==> config.mk <==
export PLATFORM = sky130hd
export DESIGN_NAME = cpt_mul
export DESIGN_NICKNAME = d
export VERILOG_FILES = /design/src/sv/cpt_pkg.sv /design/src/sv/cpt_mul.sv
export SDC_FILE = /design/constraint.sdc
export NUM_CORES = 2
export LEC_CHECK = 0
export ABC_AREA = 1
export BUFFER_PORTS_ARGS = -buffer_cell sky130_fd_sc_hd__buf_4
export CELL_PAD_IN_SITES_DETAIL_PLACEMENT = 1
export CELL_PAD_IN_SITES_GLOBAL_PLACEMENT = 1
export CORE_ASPECT_RATIO = 1.2
export CORE_UTILIZATION = 30
export DETAILED_ROUTE_END_ITERATION = 16
export PLACE_DENSITY = 0.65
export SETUP_SLACK_MARGIN = 0.15
export SLEW_MARGIN = 20
export SYNTH_ARGS = -nofsm -noshare
export SYNTH_HDL_FRONTEND = slang
export SYNTH_SLANG_ARGS = --single-unit
==> constraint.sdc <==
create_clock -name clk -period 12.05 [get_ports clk]
set_input_delay 1.205 -clock clk [delete_from_list [all_inputs] [get_ports clk]]
set_output_delay 1.205 -clock clk [all_outputs]
set_load 0.02 [all_outputs]
==> src/sv/cpt_pkg.sv <==
// ----------------------------------------------------------------------------
// cpt_pkg
// Shared constants for the closest-point-on-triangle pipeline.
// ----------------------------------------------------------------------------
`default_nettype none

package cpt_pkg;

  // operand slice handled per multiplier stage
  localparam int CHUNK  = 17;
  // distance result width
  localparam int DIST_W = 32;
  // squared distance width seen by the root unit
  localparam int SQ_W   = 64;

endpackage

`default_nettype wire

==> src/sv/cpt_mul.sv <==
// ----------------------------------------------------------------------------
// cpt_mul
// Pipelined signed multiplier: one CHUNK-bit slice of b per stage.
// ----------------------------------------------------------------------------
`default_nettype none

module cpt_mul import cpt_pkg::*; #(
  parameter int AW = 33,
  parameter int BW = 33
) (
  input  wire logic                  clk,
  input  wire logic                  ce,
  input  wire logic signed [AW-1:0]  a,
  input  wire logic signed [BW-1:0]  b,
  output logic signed [AW+BW-1:0]    p
);

  localparam int NS = (BW + CHUNK - 1) / CHUNK;
  localparam int EW = NS * CHUNK;
  localparam int PW = AW + BW;

  logic signed [AW-1:0] a_r   [NS];
  logic        [EW-1:0] b_r   [NS];
  logic signed [PW-1:0] acc_r [NS];

  // partial product of a with one slice, top slice signed
  function automatic logic signed [PW-1:0] part(input logic signed [AW-1:0] x,
                                                input logic [EW-1:0] y, input int idx);
    logic [CHUNK-1:0]          ch;
    logic signed [AW+CHUNK:0]  pr;
    ch = y[idx*CHUNK +: CHUNK];
    if (idx == NS - 1) begin
      pr = x * $signed(ch);
    end else begin
      pr = x * $signed({1'b0, ch});
    end
    return PW'(pr) <<< (idx * CHUNK);
  endfunction

  // accumulate one slice per stage
  always_ff @(posedge clk) begin
    if (ce) begin
      a_r[0]   <= a;
      b_r[0]   <= EW'(b);
      acc_r[0] <= part(a, EW'(b), 0);
      for (int i = 1; i < NS; i++) begin
        a_r[i]   <= a_r[i-1];
        b_r[i]   <= b_r[i-1];
        acc_r[i] <= acc_r[i-1] + part(a_r[i-1], b_r[i-1], i);
      end
    end
  end

  assign p = acc_r[NS-1];

endmodule

`default_nettype wire

# Yosys cells after proc, flatten, opt, wreduce, memory -nomap -nowiden
# Memories as Yosys holds them, arrays and structs flattened.
# Cells that the tools add are included.
[totals]
wordCells = 10
ramBits = 266
regBits = 0
n_memories = 3
input_bits = 68
output_inout_bits = 66
[op_classes]
n_mux = 4
mul = 2
addsub = 1
[memory_table]
columns = ["name", "depth", "word_bits", "rd", "rd_clocked_by_memory_dff", "write_ports", "line", "source"]
rows = [
  ["acc_r", 2, 66, 2, 0, 2, "cpt_mul.sv:24", "logic signed [PW-1:0] acc_r [NS];"],
  ["b_r", 2, 34, 1, 0, 2, "cpt_mul.sv:23", "logic [EW-1:0] b_r [NS];"],
  ["a_r", 2, 33, 1, 0, 2, "cpt_mul.sv:22", "logic signed [AW-1:0] a_r [NS];"],
]
[ops]
columns = ["cell", "count"]
rows = [
  ["$add 66x66->66", 1],
  ["$mul 33x18->51", 1],
  ["$mux 51", 1],
  ["$mul 33x17->49", 1],
  ["$mux 49", 1],
  ["$mux 1", 2],
]

# Depth between registers and ports, before layout
# An unclocked memory read counts as a cell.
[depth]
depth_word = 4
depth_mapped = 42
mapped_depth_nobuf = 40

# Worst setup path before layout
# No wires, ideal clock.
[synth_timing]
kind = "reg-to-reg"
from = "mem a_r[0][32]"
to = "mem acc_r[0][131] in the netlist's numbering, data pin"
period_less_slack_ps = 7058
arrival_time_ps = 6808
setup_slack_ps = 4992
path_stages_with_launch = 39
path_cell_list = "edfxtp_1 > clkbuf_1 > clkbuf_1 > nand2_1 > inv_1 > fa_1 > fa_1 > inv_1 > fa_1 > inv_1 > fa_1 > inv_1 > fa_1 > inv_1 > fa_1 > ha_1 > nand2_1 > nor2_1 > [... 3 more ...] > nor4_1 > nand3b_1 > nand3_1 > nand2_1 > nand2_1 > inv_1 > ha_1 > nand2_1 > nor3_1 > nand2_1 > nor2_1 > nand2_1 > nand3_1 > nand3_1 > nand2_1 > nand2_1 > nand2_1 > inv_1"
[synth_lines]
columns = ["item", "line"]
rows = [
  ["start: declaration", "cpt_mul.sv:22"],
  ["end: declaration", "cpt_mul.sv:24"],
]

==> flow_metrics.tcl <==
set metrics [dict create \
    slew_violations 0 \
    layout.nets 7548 \
    io_buffers 133 \
    fin_worst_skew_ns 0.0226 \
    post-synth-top-area-cell "fa_1" \
    dr_wl_met2_um 92500 \
    setup_viol 0 \
    required_ns 12.35 \
    drt-total-wl_um 178000 \
    hold_start "acc_r[0][1]$_DFFE_PP_" \
    path_max_fanout 21 \
    dp_hpwl_um 149000 \
    drt-wirelength-per-cell_um 21.4 \
    fp.dieW_um 374 \
    status "finished, final reports clean" \
    design_area_mm2 0.0528 \
    dieArea_mm2 0.168 \
    antenna_found_initial 10 \
    cts_setup_buffers 0 \
    tns_ns 0 \
    drv_cap 0 \
    ys_ff_latch 166 \
    synth-async-reset-ratio 0 \
    clkSlewWorstSetupHoldPaths_ns 0.07 \
    end_kind "flip-flop" \
    drt-initial-drc-count 1727 \
    cts_tree "yes" \
    crit_top_cell "nand2_1" \
    fmax_ghz 0.109 \
    clk_path_buf_depth 2 \
    synth_nets 7696 \
    die_h_um 448 \
    dr.pass1.iters 5 \
    ctsRootBufferMaster "clkbuf_16" \
    cp.arrival_ns 9.48 \
    fin_crit_sh 0.762 \
    syn_inst 6275 \
    final.min_clock_period_ns 9.18 \
    track_usage 0.221 \
    crit_start "b_r[0][20]$_DFFE_PP_" \
    grt_overflow 0 \
    antenna_left 0 \
    max_slew_margin 0.219 \
    rsz0062_at_grt "no" \
    slowest_delay_ns 1.03 \
    synthTopCellsByArea "fa_1, inv_1, nand2_1" \
    start_util 0.302 \
    synth_enable_flop_cells 166 \
    r2r-start "b_r[0][20]$_DFFE_PP_" \
    cts.sinks 166 \
    gp_congestion 0.954 \
    grt_pass1_wl_um 279000 \
    cts_inserted_buffers 17 \
    wl_met1_um 72500 \
    synth-main-ff-cell "edfxtp_1" \
    crit_type "flip-flop to flip-flop" \
    syn_area_per_cell_um2 7.93 \
    grt_max_degree 74 \
    post_dp_cell_area_mm2 0.0522 \
    synth.top_cell.area_share 0.429 \
    crit_slowest_cell "edfxtp_1" \
    clock_latency_ns 0.54 \
    synth_cell_type_count 42 \
    critPathLaunchType "flip-flop" \
    fp.coreArea_mm2 0.165 \
    syn-cell-area_mm2 0.0498 \
    finalHoldViolCount 0 \
    areaGrowthSynthToFinish_pct 6.13 \
    drive_gt1_frac 0.0381 \
    hold_buffers 0 \
    cts_resized 0 \
    worstHoldPathType "flip-flop to flip-flop" \
    tightest_slew_ns 1.17 \
    vias 39300 \
    ios 134 \
    wl_met3_um 6020 \
    grt_pass1_vias 46100 \
    num_rows 163 \
    yosysWarnings 0 \
    highest_layer "met5" \
    ys_seq_area_frac 0.100 \
    htree_levels 4 \
    vias_per_cell 4.74 \
    route.detailed.drc 0 \
]
-- synthesized netlist by cell type, drive strengths merged (5+ instances only) --
cell type,number
nand3,119
or2,11
fa,1067
a21o,28
xor2,88
nand4,15
nor2,311
clkbuf,264
edfxtp,166
a31oi,9
buf,69
inv,1853
nor4,6
nand2,1548
ha,286
a21boi,7
xnor2,36
a21oi,196
o21ai,110
and3,5
nor3,24
o21bai,36
o21a,11
-- layout by cell type (no fill, tap or decap), types with 4 or more instances in the layout --
cell	synthesis	routed
or2_2	11	11
a21o_1	28	28
o21ai_2	10	10
nor4_1	4	4
clkbuf_16	0	17
xor2_1	88	88
xnor2_1	36	36
a21boi_0	4	4
a21oi_1	195	195
o21a_1	11	11
fa_1	1067	1067
nand2_2	4	4
nand3_1	119	119
and3_1	5	5
nand2_1	1544	1544
o21bai_1	34	34
nand4_1	14	14
nand3b_1	4	4
ha_1	286	286
buf_4	66	164
edfxtp_1	166	166
o21ai_1	7	7
a31oi_1	9	9
inv_6	0	6
nor2_1	310	310
nor3_1	24	24
inv_1	1852	1852
o21ai_0	93	93
-- worst max-delay path: cells and delay by family (launching register included) --
family | cells | cell delay (ns)
fa+ha+maj | 8 | 4.07
simple gates | 19 | 2.77
flops | 1 | 1.03
buf+inv | 10 | 1.02
-- worst paths after layout --
kind                                                 to  slack [ns]  cells past startpoint
worst max-delay path            acc_r[0][131]$_DFFE_PP_        2.87                     37
worst min-delay path             acc_r[0][67]$_DFFE_PP_        0.42                      0
worst max register to register  acc_r[0][131]$_DFFE_PP_        2.87                     37
worst min register to register   acc_r[0][67]$_DFFE_PP_        0.42                      0
-- routing by layer --
layer | track usage | vias up
met1 | 0.264 | 20700
met5 | 0 | -
li1 | - | 17500
met4 | 0.0805 | 2
met3 | 0.0200 | 275
met2 | 0.411 | 796
-- sequential cells by signal, indices dropped and copies added, names as in the netlist --
name,flops
a_r,33
acc_r,117
b_r,16
-- cell families (layout without fill, tap and decap cells) --
logic type	after synthesis	after routing	synth area share
XOR/XNOR	124	124	0.0218
flip-flops	166	166	0.100
buffers and inverters	2186	2051	0.170
AO/OA/AOI/OAI	402	402	0.0463
adder cells (fa/ha/maj)	1353	1353	0.501
other	0	2	0
AND/OR/NAND/NOR	2044	2044	0.161
-- layout make-up --
| cell class | instances | area, um^2 |
|---|---|---|
| Multi-Input combinational cell | 3923 | 36300 |
| Clock buffer | 17 | 425 |
| Inverter | 1853 | 6960 |
| Tap cell | 2145 | 2680 |
| Clock inverter | 15 | 178 |
| Fill cell | 19900 | 112000 |
| Sequential cell | 166 | 4980 |
| Timing Repair Buffer | 166 | 1260 |
| Antenna cell | 2 | 5.00 |
-- through the flow --
step                utilization  hold slack [ns]  setup slack, ns  instances
global route              0.321            0.431             2.28       8285
floorplan                     -            0.400             4.99       6275
detailed placement        0.317            0.406             2.94       8253
CTS                       0.321            0.425             2.89       8285
global placement          0.317            0.401             2.72       8252
finish                    0.321            0.423             2.87       8287
Power is not shown: default switching activity piles up to over one toggle a cycle in this logic, so the estimate is an artifact.
