## src/sv/cpt_div.sv

```systemverilog
// ----------------------------------------------------------------------------
// cpt_div
// Pipelined restoring divider, one quotient bit per stage.
// ----------------------------------------------------------------------------
`default_nettype none

module cpt_div #(
  parameter int NW = 8,
  parameter int VW = 8,
  parameter int QB = 4
) (
  input  wire logic          clk,
  input  wire logic          ce,
  input  wire logic [NW-1:0] num,
  input  wire logic [VW-1:0] dvs,
  output logic      [QB-1:0] quo
);

  localparam int TW = NW + VW + QB;

  logic [NW-1:0] rem_r   [QB];
  logic [VW-1:0] dvs_r   [QB];
  logic [QB-1:0] quo_r   [QB];
  logic [NW-1:0] rem_src [QB];
  logic [VW-1:0] dvs_src [QB];
  logic [QB-1:0] quo_src [QB];
  logic [NW-1:0] rem_nxt [QB];
  logic [QB-1:0] quo_nxt [QB];
  logic [TW-1:0] trial   [QB];

  // stage inputs
  always_comb begin
    rem_src[0] = num;
    dvs_src[0] = dvs;
    quo_src[0] = '0;
    for (int k = 1; k < QB; k++) begin
      rem_src[k] = rem_r[k-1];
      dvs_src[k] = dvs_r[k-1];
      quo_src[k] = quo_r[k-1];
    end
  end

  // compare and subtract the shifted divisor
  always_comb begin
    for (int k = 0; k < QB; k++) begin
      trial[k] = TW'(dvs_src[k]) << (QB - 1 - k);
      if (TW'(rem_src[k]) >= trial[k]) begin
        rem_nxt[k] = NW'(TW'(rem_src[k]) - trial[k]);
        quo_nxt[k] = quo_src[k] | (QB'(1) << (QB - 1 - k));
      end else begin
        rem_nxt[k] = rem_src[k];
        quo_nxt[k] = quo_src[k];
      end
    end
  end

  always_ff @(posedge clk) begin
    if (ce) begin
      for (int k = 0; k < QB; k++) begin
        rem_r[k] <= rem_nxt[k];
        dvs_r[k] <= dvs_src[k];
        quo_r[k] <= quo_nxt[k];
      end
    end
  end

  assign quo = quo_r[QB-1];

endmodule

`default_nettype wire

```

## config.mk

```make
export PLATFORM = sky130hd
export DESIGN_NAME = cpt_div
export DESIGN_NICKNAME = d
export VERILOG_FILES = /design/src/sv/cpt_div.sv
export SDC_FILE = /design/constraint.sdc
export NUM_CORES = 1
export LEC_CHECK = 0
export BUFFER_PORTS_ARGS = -buffer_cell sky130_fd_sc_hd__buf_2
export CORE_MARGIN = 1
export CORE_UTILIZATION = 55
export CTS_CLUSTER_DIAMETER = 80
export DETAILED_ROUTE_END_ITERATION = 8
export GPL_TIMING_DRIVEN = 0
export PLACE_DENSITY = 0.74
export SYNTH_ARGS = -nofsm -noshare
export SYNTH_HDL_FRONTEND = slang
export SYNTH_SLANG_ARGS = --single-unit
```

## constraint.sdc

```tcl
create_clock -name clk -period 6 [get_ports clk]
set_input_delay 0.3 -clock clk [delete_from_list [all_inputs] [get_ports clk]]
set_output_delay 0.3 -clock clk [all_outputs]
set_load 0.01 [all_outputs]
```

=== Yosys cells after proc, flatten, opt, wreduce, memory -nomap -nowiden ===
Memory sizes are Yosys's and may differ from the RTL's.
Index checks and enable logic that the tools add are counted.

* Flip-flop bits (word level): 0
* Bits in writable memories: 80
* Input bits: 18
* Output and inout bits: 4
* Word-level logic and storage cells: 21
* Memories kept: 3

* Add/subtract/negate cells: 4
* $lt $le $gt $ge: 4
* Multiplexer cells: 10

{| class="wikitable"
|+ Memories
! name !! depth !! width !! rd ports !! clocked after Yosys merged registers in !! wr ports !! RTL line !! RTL
|-
| dvs_r || 4 || 8 || 3 || 0 || 4 || 22 || <nowiki>logic [VW-1:0] dvs_r [QB];</nowiki>
|-
| rem_r || 4 || 8 || 3 || 0 || 4 || 21 || <nowiki>logic [NW-1:0] rem_r [QB];</nowiki>
|-
| quo_r || 4 || 4 || 4 || 0 || 4 || 23 || <nowiki>logic [QB-1:0] quo_r [QB];</nowiki>
|}

{| class="wikitable"
|+ Operators with widths
! operator !! count
|-
| $mux W8 || 4
|-
| $sub A8 B8 Y8 || 4
|-
| $ge A8 B11 Y1 || 1
|-
| $ge A8 B10 Y1 || 1
|-
| $ge A8 B9 Y1 || 1
|-
| $ge A8 B8 Y1 || 1
|-
| $mux W4 || 1
|-
| $mux W1 || 3
|-
| $mux W3 || 1
|-
| $mux W2 || 1
|}

=== Logic depth before layout (Yosys ltp) ===
An unclocked memory read counts as a cell.

* Word-level depth: 3
* Gate-level depth with buffers: 10
* Gate-level depth less buffers: 9

=== Worst setup path before layout ===
Ideal clock, no wire load.

* Path type: reg2reg
* Start point: mem dvs_r[1][0]
* End point: mem rem_r[2][3], data pin
* Library setup time: 0.262 ns
* Arrival: 1.929 ns
* Data required time: 5.738 ns
* Slack: 3.809 ns
* Stages on the path, launching flop included: 8
* Path buffers: 1
* Clock period less this slack: 2.191 ns
* Path through: edfxtp_1 -> ha_1 -> fa_1 -> nand2b_1 -> a21oi_1 -> o31a_1 -> buf_2 -> mux2_1

{| class="wikitable"
|+ RTL lines
! item !! RTL line
|-
| start: declaration || 22
|-
| end: declaration || 21
|}

==> PnR_summary.wiki <==
{| class="wikitable"
! Metric !! Value
|-
| Outcome || finished, final reports clean
|-
| Maximum level of the CTS H-tree || 3
|-
| Resize count post-CTS || 0
|-
| MaxCap Viol Count || 0
|-
| # DRC || 0
|-
| Critical path buffers and inverters || 1
|-
| Register area share after synthesis || ~59%
|-
| Clock Root Buffer || sky130_fd_sc_hd__clkbuf_8
|-
| Initial core utilization || slightly below 60%
|-
| Setup repair after global routing missed its margin || no
|-
| Row count || 26
|-
| Switching power summed over all nets || 0.000243 W
|-
| Worst Path Arrival || 2.49 ns
|-
| Worst path required time || between 6 and 7 ns
|-
| Max-slew headroom at the worst pin || about a fifth
|-
| Die height || around 75 µm
|-
| Num CTS Buffers || 9
|-
| Power share of the sequential group || 53.0%
|-
| Most frequent standard cell in the layout excluding fill and tap cells || sky130_fd_sc_hd__edfxtp_1
|-
| Maximum VDD drop || between 0.1 and 0.15 mV
|-
| Quantity of hold-fixing buffers added after cts || 0
|-
| Met2 wire length || between 2 and 2.5 mm
|-
| Post-synth EDFFs || 58
|-
| Setup Total Neg Slack || 0 ns
|-
| GRT Util Overall || a little under a fifth
|-
| Avg Synthesized Cell Area || about 13 µm²
|-
| Placed Cells incl. Taps || 315
|-
| Via count of the routed design || 1727
|-
| Synth-to-Final Area Change || 11.6%
|-
| Final standard cell count with taps included and fillers excluded || between 300 and 400
|-
| Pin count of the biggest net entering global routing || 59
|-
| Part of the total power dissipated in combinational logic || between 10% and 20%
|-
| Ordered cell list for the critical path || ha_1 -> fa_1 -> nand2b_1 -> a21oi_1 -> o31a_1 -> buf_2 -> mux2_1
|-
| Highest-count cells in the layout ignoring fill and taps || sky130_fd_sc_hd__edfxtp_1, sky130_fd_sc_hd__inv_1, sky130_fd_sc_hd__ha_1, sky130_fd_sc_hd__buf_2, sky130_fd_sc_hd__a21oi_1
|-
| Final net count || slightly above 300
|-
| Iteration-0 DRC count of the detailed router || roughly 70
|-
| Top fanout value on the critical path || 10
|-
| Fin crit share || roughly two fifths
|-
| Tot Pwr || 0.000950 W
|-
| Final Max Tran Viols || 0
|-
| RD Place Congestion || between 0.7 and 0.8
|-
| Post-detailed-route count of antenna-violating nets || 0
|-
| Async set or reset register ratio after synthesis || 0%
|-
| Synthesized instance count || around 220
|-
| Max Buffers Root-to-Sink || 2
|-
| Netlist cell types || 41
|-
| Routed length per instance || about 13 µm
|-
| Detailed-placement wirelength estimate || roughly 3.2 mm
|-
| Metal3 WL || 137 µm
|-
| DIE AREA || ~5700 µm²
|-
| Worst Setup Path Type || reg -> reg
|-
| Post-Synthesis Cell Area || 2970 µm²
|-
| Yosys reg bits || just under 60
|-
| Antenna fix cells || 0
|-
| Routed length on met1 || approximately 1.8 mm
|-
| Post-route minimum period || 2.41 ns
|-
| Via count of the first global-routing pass || roughly 1700
|-
| Leakage power || approximately 1.4 nW
|-
| Clock slew seen by the registers of the worst setup and hold paths || about 0.060 ns
|-
| Post-Route WL || 4.43 mm
|-
| Die width || between 70 and 80 µm
|-
| Maximum clock frequency || about 420 MHz
|-
| Worst R2R Path Depth || 7
|-
| Share of total power in the clock network || a little under a third
|-
| Average via count per standard cell || between 5 and 6
|-
| Internal portion of total power || 0.000706 W
|-
| Global-route wire length before repair || between 7 and 8 mm
|-
| Worst Setup Start Kind || flip-flop
|-
| Antenna violations before repair || 0
|-
| Critical path depth in cells || 7
|-
| Yosys Warn Count || 0
|-
| Clock network latency to the later pin of the worst-skew pair || between 0.3 and 0.4 ns
|-
| Setup repair bufs after CTS || 0
|-
| Synth Flop Type || sky130_fd_sc_hd__edfxtp_1
|-
| CTS tree || yes
|-
| Largest delay share family, worst path || adder cells
|-
| Total of fill cells in the finished design || 413
|-
| Total nets after synthesis || roughly 270
|-
| Net switching share of the total power || 25.6%
|-
| Worst slew pin tran || roughly 1.2 ns
|-
| Fraction of final layout cells sized beyond drive strength 1 || 17.2%
|-
| Core Footprint || roughly 5100 µm²
|-
| Critical Path Slowest Stage Cell || sky130_fd_sc_hd__fa_1
|-
| Power per cell area || about 290 nW/µm²
|-
| Num ports || 22
|-
| Max Clock Skew || around 0.006 ns
|-
| Total gr overflow || 0
|-
| Top metal layer carrying routed signals || met4
|-
| Number of input and output port buffers inserted || 21
|-
| Type of the most critical hold path || in -> reg
|-
| Count of endpoints failing hold in the final timing report || 0
|-
| Number of cells on the worst hold path || 1
|-
| Number of detailed-routing iterations run before antenna repair || 4
|-
| Number of setup violations in the final report || 0
|-
| Sort of element at the end of the critical path || flip-flop
|-
| Crit path largest cell delay || ~0.40 ns
|-
| Clock net sink count || 58
|}
-- path summary, 6_finish.rpt --
path / startpoint / end / slack [ns]
worst max-delay path: dvs_r[1][0] / rem_r[2][3] / 3.59
worst max register to register: dvs_r[1][0] / rem_r[2][3] / 3.59
worst min-delay path: dvs[2] / dvs_r[0][2] / 0.15
worst min register to register: quo_r[1][3] / quo_r[2][3] / 0.42
-- routing by layer --
| metal | up-vias | GRT usage, % |
|---|---|---|
| met5 | - | 0 |
| met2 | 32 | 31.9 |
| met1 | 816 | 19.3 |
| met4 | 0 | 10.5 |
| met3 | 10 | 5.16 |
| li1 | 869 | - |
-- power by group through the flow --
stage | Sequential [W] | Combinational, W | Clock [W]
after floorplan | 0.000508 | 0.000116 | 0
after global placement | 0.000511 | 0.000152 | 0
after detailed placement | 0.000512 | 0.000160 | 0
after CTS | 0.000504 | 0.000162 | 0.000293
after global routing | 0.000507 | 0.000182 | 0.000310
final | 0.000504 | 0.000160 | 0.000286
-- cell usage after synthesis, drive strengths merged, types with 3 or more instances --
master	number	area share (%)
edfxtp	58	59
inv	35	4.4
ha	26	11
o21ai	12	2.2
a21oi	11	1.9
nor2	9	1.1
nand2	8	1.0
mux2	6	2.5
nand2b	6	1.4
xnor2	6	1.8
a21o	4	1.0
mux2i	4	1.4
nor2b	4	1.1
fa	3	2.0
nand3	3	0.51
o31a	3	0.89
-- per-stage QoR --
step	worst slack, ns	cell area, µm²	hold slack [ns]	util [%]
4_1_cts	3.58	3310	0.142	64.4
3_3_place_gp	3.63	3160	0.400	61.4
6_report	3.59	3310	0.155	64.4
3_5_place_dp	3.61	3160	0.405	61.4
5_1_grt	3.44	3310	0.154	64.4
2_1_floorplan	3.81	2970	0.399	-
-- cell type report --
cell class,instances,area [µm²],share of cell area [%]
repair buffers,21,105,3.17
clock inverters,5,21.3,0.642
clock buffers,11,131,3.97
multi-input cells,129,1080,32.7
plain buffers,2,10.0,0.302
flip-flops and latches,58,1740,52.6
inverters,35,131,3.97
well taps,70,87.6,2.65
-- registers in the layout (all words and copies together) (netlist names) --
name,count
rem_r,24
dvs_r,24
quo_r,10
-- worst register-to-register path, stage by stage, from the launching register on --
cell and delay (ns):
sky130_fd_sc_hd__edfxtp_1 0.38, sky130_fd_sc_hd__ha_1 0.24, sky130_fd_sc_hd__fa_1 0.40, sky130_fd_sc_hd__nand2b_1 0.19, sky130_fd_sc_hd__a21oi_1 0.20, sky130_fd_sc_hd__o31a_1 0.16
sky130_fd_sc_hd__buf_2 0.23, sky130_fd_sc_hd__mux2_1 0.35
-- logic make-up (layout without fill, tap and decap cells) --
group / count (synthesis) / count (layout) / synth area share, %
buffers and inverters: 37 / 74 / 4.77
and+or+nand+nor: 39 / 39 / 7.38
AOI/OAI and AO/OA: 44 / 44 / 10.2
DFF: 58 / 58 / 58.7
xor gates and xnor gates: 7 / 7 / 2.07
adders and majority gates: 29 / 29 / 13.0
muxes: 10 / 10 / 3.88
(Power assumes the default switching activity.)
