File: src/sv/cpt_pkg.sv
// ----------------------------------------------------------------------------
// cpt_pkg
// Shared constants for the closest-point-on-triangle pipeline.
// ----------------------------------------------------------------------------
`default_nettype none

package cpt_pkg;

  // operand slice handled per multiplier stage
  localparam int CHUNK  = 17;
  // distance result width
  localparam int DIST_W = 32;
  // squared distance width seen by the root unit
  localparam int SQ_W   = 64;

endpackage

`default_nettype wire

File: src/sv/cpt_sqrt.sv
// ----------------------------------------------------------------------------
// cpt_sqrt
// Pipelined integer square root, one root bit per stage.
// ----------------------------------------------------------------------------
`default_nettype none

module cpt_sqrt import cpt_pkg::*; (
  input  wire logic              clk,
  input  wire logic              ce,
  input  wire logic [SQ_W-1:0]   x,
  output logic      [DIST_W-1:0] root
);

  localparam int RW = SQ_W + 2;

  logic [RW-1:0]     rem_r    [DIST_W];
  logic [DIST_W-1:0] root_r   [DIST_W];
  logic [RW-1:0]     rem_src  [DIST_W];
  logic [DIST_W-1:0] root_src [DIST_W];
  logic [RW-1:0]     rem_nxt  [DIST_W];
  logic [DIST_W-1:0] root_nxt [DIST_W];
  logic [RW-1:0]     trial    [DIST_W];

  // stage inputs
  always_comb begin
    rem_src[0]  = RW'(x);
    root_src[0] = '0;
    for (int k = 1; k < DIST_W; k++) begin
      rem_src[k]  = rem_r[k-1];
      root_src[k] = root_r[k-1];
    end
  end

  // remainder holds x - root^2; try the next bit
  always_comb begin
    for (int k = 0; k < DIST_W; k++) begin
      trial[k] = (RW'(root_src[k]) << (DIST_W - k)) + (RW'(1) << (2 * (DIST_W - 1 - k)));
      if (rem_src[k] >= trial[k]) begin
        rem_nxt[k]  = rem_src[k] - trial[k];
        root_nxt[k] = root_src[k] | (DIST_W'(1) << (DIST_W - 1 - k));
      end else begin
        rem_nxt[k]  = rem_src[k];
        root_nxt[k] = root_src[k];
      end
    end
  end

  always_ff @(posedge clk) begin
    if (ce) begin
      for (int k = 0; k < DIST_W; k++) begin
        rem_r[k]  <= rem_nxt[k];
        root_r[k] <= root_nxt[k];
      end
    end
  end

  assign root = root_r[DIST_W-1];

endmodule

`default_nettype wire

File: config.mk
export PLATFORM = sky130hd
export DESIGN_NAME = cpt_sqrt
export DESIGN_NICKNAME = d
export VERILOG_FILES = /design/src/sv/cpt_pkg.sv /design/src/sv/cpt_sqrt.sv
export SDC_FILE = /design/constraint.sdc
export NUM_CORES = 2
export LEC_CHECK = 0
export ABC_CLOCK_PERIOD_IN_PS = 7000
export BUFFER_PORTS_ARGS = -buffer_cell sky130_fd_sc_hd__buf_2
export CAP_MARGIN = 0
export CORE_UTILIZATION = 70
export CTS_BUF_LIST = sky130_fd_sc_hd__clkbuf_4 sky130_fd_sc_hd__clkbuf_8
export CTS_CLUSTER_SIZE = 10
export DETAILED_ROUTE_END_ITERATION = 7
export PLACE_DENSITY = 0.84
export SKIP_LAST_GASP = 1
export SYNTH_ARGS = -nofsm -noshare
export SYNTH_HDL_FRONTEND = slang
export SYNTH_SLANG_ARGS = --single-unit
File: constraint.sdc
create_clock -name clk -period 7 [get_ports clk]
set_clock_uncertainty 0.05 [all_clocks]
set_input_delay 0.35 -clock clk [delete_from_list [all_inputs] [get_ports clk]]
set_output_delay 0.35 -clock clk [all_outputs]
set_load 0.01 [all_outputs]
# After elaboration in Yosys (flattened, before gate mapping)
# Memories as Yosys holds them, arrays and structs flattened.
# Index checks and enable logic that the tools add are counted.
# op_classes
n_mux,66
add_sub_neg,63
order_cmp,32
# op_table
cell,n
66-bit two-way mux,32
66-bit by 34-bit >= comparator with 1-bit output,1
66-bit by 35-bit >= comparator with 1-bit output,1
66-bit by 36-bit >= comparator with 1-bit output,1
66-bit by 37-bit >= comparator with 1-bit output,1
66-bit by 38-bit >= comparator with 1-bit output,1
66-bit by 39-bit >= comparator with 1-bit output,1
66-bit by 40-bit >= comparator with 1-bit output,1
66-bit by 41-bit >= comparator with 1-bit output,1
66-bit by 42-bit >= comparator with 1-bit output,1
66-bit by 43-bit >= comparator with 1-bit output,1
66-bit by 44-bit >= comparator with 1-bit output,1
66-bit by 45-bit >= comparator with 1-bit output,1
66-bit by 46-bit >= comparator with 1-bit output,1
66-bit by 47-bit >= comparator with 1-bit output,1
66-bit by 48-bit >= comparator with 1-bit output,1
66-bit by 49-bit >= comparator with 1-bit output,1
66-bit by 50-bit >= comparator with 1-bit output,1
66-bit by 51-bit >= comparator with 1-bit output,1
66-bit by 52-bit >= comparator with 1-bit output,1
66-bit by 53-bit >= comparator with 1-bit output,1
66-bit by 54-bit >= comparator with 1-bit output,1
66-bit by 55-bit >= comparator with 1-bit output,1
66-bit by 56-bit >= comparator with 1-bit output,1
other kinds (104),106
# word_totals
ramBits,3136
in_bits,66
reg_bits,0
mem_count,2
word_cells,163
# mem_list
name,words,width,read_ports,rd_clocked_by_memory_dff,wr,line_no,text
rem_r,32,66,31,0,32,cpt_sqrt.sv:16,logic [RW-1:0] rem_r [DIST_W];
root_r,32,32,32,0,32,cpt_sqrt.sv:17,logic [DIST_W-1:0] root_r [DIST_W];

# Longest topological paths before layout
# An unclocked memory read counts as a cell.
# depth
word_depth,4
ltp_mapped,15
mapped_depth_nobuf,12

# Least setup slack after synthesis
# Ideal clock, no wire load.
# synth_timing
path_type,register -> register
from,memory rem_r[1][609] (netlist bit)
to,"memory rem_r[1][714] (netlist bit), data pin"
path_buffers,1
synth_period_minus_slack_ps,3700
slack_ps,3300
t_arrival_ps,3378
required_time_ps,6679
path_stages_with_launch,12
path_cell_list,edfxtp_1 > ha_1 > a211oi_1 > nor2_1 > o31ai_1 > a21oi_1 > a2111oi_0 > o21ai_1 > or3_1 > clkbuf_1 > nor4_1 > xor2_1
# synth_rtl
element,line_no
start: declaration,cpt_sqrt.sv:16

==> metrics <==
outcome=finished, violations left; failing checks=DRC; Most used DFF post-synth=sky130_fd_sc_hd__edfxtp_1; adder and majority gate portion of the synthesized area=5.64%; TritonCTS clock tree=yes; #FFs+latches synth=2,573; launch instance of the worst min-delay path=x[62]; number of violations of the max-capacitance limit=0; Synthesized Nets=10,559; DR iter-0 viols=10,909; aggregate negative setup slack=0 ns; antenna violations before repair=29; Root Buffer=sky130_fd_sc_hd__clkbuf_8; global route total overflow=0; routed wire length=347 mm; Fin. Hold Viols=0; final-stage net count=11,050; share of cells above drive strength 1=8.64%; wire length per cell after detailed routing=26.6 um; DPL Wire Length=230 mm; worst hold path stage count=4; Final setup violation count=0; DIE WIDTH=423 um; placed insts=12,213; cell count after synthesis=9,935; power density over cell area=319 nW/um^2; DRC errors left=39; area fraction in compound gates after synthesis=9.02%; worst-skew pair later-pin latency=1.15 ns; final instance count without filler cells=13,048; post-synth design cell area=124,000 sq um; worst setup slack for register-to-register paths=1.83 ns; actual slew at the worst max-slew pin=1.43 ns; unrepaired setup endpoints after global routing=no; crit path DAT=6.03 ns; CP Data Required Time=7.86 ns; weighted congestion at the end of routability-driven global placement=0.979; worst relative slew slack=3.45%; worst reg2reg startpoint=root_r[0][251]; highest ir drop seen on vdd=0.000276 V; maximum achievable frequency=193 MHz; Syn-to-layout area delta=9.92%; die footprint=179,000 sq um; total CTS buffers=407; EDFF count, synth=2,573; total setup buffers inserted after CTS=0; most frequent cells in the layout=sky130_fd_sc_hd__edfxtp_1 (2,573), sky130_fd_sc_hd__nand2_1 (692), sky130_fd_sc_hd__inv_1 (689); H-tree depth=5; Setup Crit Path Kind=flop to flop; Crit Reg-Reg Endpoint=rem_r[0][591]; category of the worst setup path capture point=flop; category of the worst setup path launch point=flop; end of the worst hold path=rem_r[0][62]; Sinks on Clock Net=2,573; post-detailed-route count of antenna-violating nets=0; depth of the worst register-to-register path=10; Critical Path Fanout Max=22; final slew viol count=0; combinational family with the most area after synthesis=simple AND/OR/NAND/NOR gates; most frequent standard cell in the layout excluding fill and tap cells=sky130_fd_sc_hd__edfxtp_1; Clk pin slew, worst setup/hold paths=0.08 ns; Cell variety after synth=81; mux share of post-synthesis cell area=0.765%; global-route wire length before repair=509 mm; detailed-router iteration count before antenna repair=8; number of warnings printed during yosys synthesis=0; share of Yosys cell area claimed by the top area cell type=62.4%; final standard cell area without fillers=136,000 sq um; xor/xnor cell area share of the yosys netlist=6.72%; cell type contributing the most total cell area after synthesis=sky130_fd_sc_hd__edfxtp_1; clk buf depth=4; global-route total usage across every layer=37.5%; final critical delay including setup and external delays=5.17 ns; largest net degree at the start of global routing=189; classification of the worst-slack hold path=primary input to flop; starting density of the core=70.8%; worst slack at placement=2.08 ns; area share of and/or/nand/nor cells after synthesis=12.7%; placeable core region=175,000 sq um; average instance area after synthesis=12.5 sq um; overall die height=423 um; least setup slack across all paths after layout=1.83 ns; vias after detailed routing=87,793; vias in the first global route=84,657; number of vias per cell after detailed routing=6.73; proportion of register bits with asynchronous set or reset after synthesis=0%; FP Rows=153; final cycle utilization of the critical path=73.9%; number of input and output port buffers inserted=97; leakage dissipation=51.4 nW; leading cell types by total area after synthesis=sky130_fd_sc_hd__edfxtp_1 (62%), sky130_fd_sc_hd__ha_1 (5.6%), sky130_fd_sc_hd__xnor2_1 (3.5%); portion of the post-synthesis area used by sequential elements=62.4%; ports placed on the boundary=98; instance area at placement=127,000 sq um
[flip-flops by register name, summed over array words and instances (netlist names)]
register / count
root_r: 528
rem_r: 2045
[layer usage]
layer  global-route usage (%)  vias to the layer above  routed length, um
li1                         -                    38252                  -
met1                     48.6                    42197             129000
met2                     60.4                     5846             161000
met3                     8.99                     1478              36900
met4                     16.9                       20              19300
met5                        0                        -                224
[cells in the mapped netlist, types with 18 or more instances]
library cell and number:
sky130_fd_sc_hd__a2111oi_0 26, sky130_fd_sc_hd__a211o_1 18, sky130_fd_sc_hd__a211oi_1 57, sky130_fd_sc_hd__a21boi_0 21
sky130_fd_sc_hd__a21o_1 220, sky130_fd_sc_hd__a21oi_1 616, sky130_fd_sc_hd__a31oi_1 40, sky130_fd_sc_hd__and2_1 34
sky130_fd_sc_hd__and3_1 59, sky130_fd_sc_hd__and4_1 35, sky130_fd_sc_hd__buf_1 20, sky130_fd_sc_hd__clkbuf_1 178
sky130_fd_sc_hd__edfxtp_1 2573, sky130_fd_sc_hd__ha_1 558, sky130_fd_sc_hd__inv_1 689, sky130_fd_sc_hd__mux2_2 76
sky130_fd_sc_hd__nand2_1 693, sky130_fd_sc_hd__nand2b_1 123, sky130_fd_sc_hd__nand3_1 152, sky130_fd_sc_hd__nand3b_1 35
sky130_fd_sc_hd__nand4_1 158, sky130_fd_sc_hd__nand4b_1 18, sky130_fd_sc_hd__nor2_1 680, sky130_fd_sc_hd__nor2b_1 63
sky130_fd_sc_hd__nor3_1 282, sky130_fd_sc_hd__nor3b_1 24, sky130_fd_sc_hd__nor4_1 364, sky130_fd_sc_hd__nor4b_1 49
sky130_fd_sc_hd__o211ai_1 36, sky130_fd_sc_hd__o21a_1 70, sky130_fd_sc_hd__o21ai_0 457, sky130_fd_sc_hd__o21bai_1 48
sky130_fd_sc_hd__o31ai_1 48, sky130_fd_sc_hd__or2_2 44, sky130_fd_sc_hd__or3_1 107, sky130_fd_sc_hd__or4_1 94
sky130_fd_sc_hd__xnor2_1 489, sky130_fd_sc_hd__xor2_1 461
[critical path, stage by stage (launching register included)]
cell and delay, ns:
sky130_fd_sc_hd__edfxtp_1 0.58, sky130_fd_sc_hd__inv_1 0.17, sky130_fd_sc_hd__ha_1 0.58, sky130_fd_sc_hd__nor4b_1 0.43, sky130_fd_sc_hd__nand4_1 0.21, sky130_fd_sc_hd__nor4_1 0.53
sky130_fd_sc_hd__nor4b_1 0.17, sky130_fd_sc_hd__nand4_1 0.94, sky130_fd_sc_hd__nand2b_1 0.18, sky130_fd_sc_hd__a2111oi_0 0.66, sky130_fd_sc_hd__xor2_1 0.41
[how the worst max path moves through the flow]
stage	endpoint	cells after the start	from
final	rem_r[0][591]	10	root_r[0][251]
after global routing	rem_r[1][903]	10	rem_r[1][832]
after CTS	rem_r[1][915]	10	rem_r[1][836]
after detailed placement	rem_r[1][915]	10	rem_r[1][836]
after global placement	rem_r[1][878]	8	rem_r[1][836]
after floorplan	rem_r[1][714]	11	rem_r[1][609]
[cell type report]
cell class / count / area (sq um)
flip-flops and latches: 2573 / 77300
multi-input cells: 6463 / 43300
fillers: 9853 / 38700
clock buffers: 522 / 6480
well taps: 2325 / 2910
inverters: 693 / 2600
repair buffers: 288 / 2420
clock inverters: 169 / 1100
diodes: 15 / 37.5
[stage by stage]
stage                     utilization (%)  hold WS, ns  power, mW
after floorplan                         -        0.367       27.2
after global placement               72.8        0.372       30.1
after detailed placement             72.8        0.380       30.4
after CTS                            77.8       0.0927       42.8
after global routing                 77.9        0.215       45.0
final                                77.9        0.230       43.5
[kinds of logic after synthesis]
family                     Yosys count
muxes                               85
adders and majority gates          558
xor gates and xnor gates           950
and+or+nand+nor                   3056
buffers and inverters              899
DFF                               2573
AOI/OAI and AO/OA                 1814
[report_power, final]
| group | leakage [nW] | total, mW | switching [mW] | internal, mW |
|---|---|---|---|---|
| Sequential | 24.8 | 21.3 | 1.78 | 19.5 |
| Combinational | 22.6 | 9.48 | 5.75 | 3.73 |
| Clock | 4.01 | 12.7 | 6.21 | 6.49 |
| Total | 51.4 | 43.5 | 13.7 | 29.7 |
[timing repair]
| item | CTS | global route |
|---|---|---|
| hold endpoints to repair | 193 | 0 |
| hold buffers | 129 | 0 |
| resized for setup | 0 | 0 |
(Power assumes the default switching activity.)
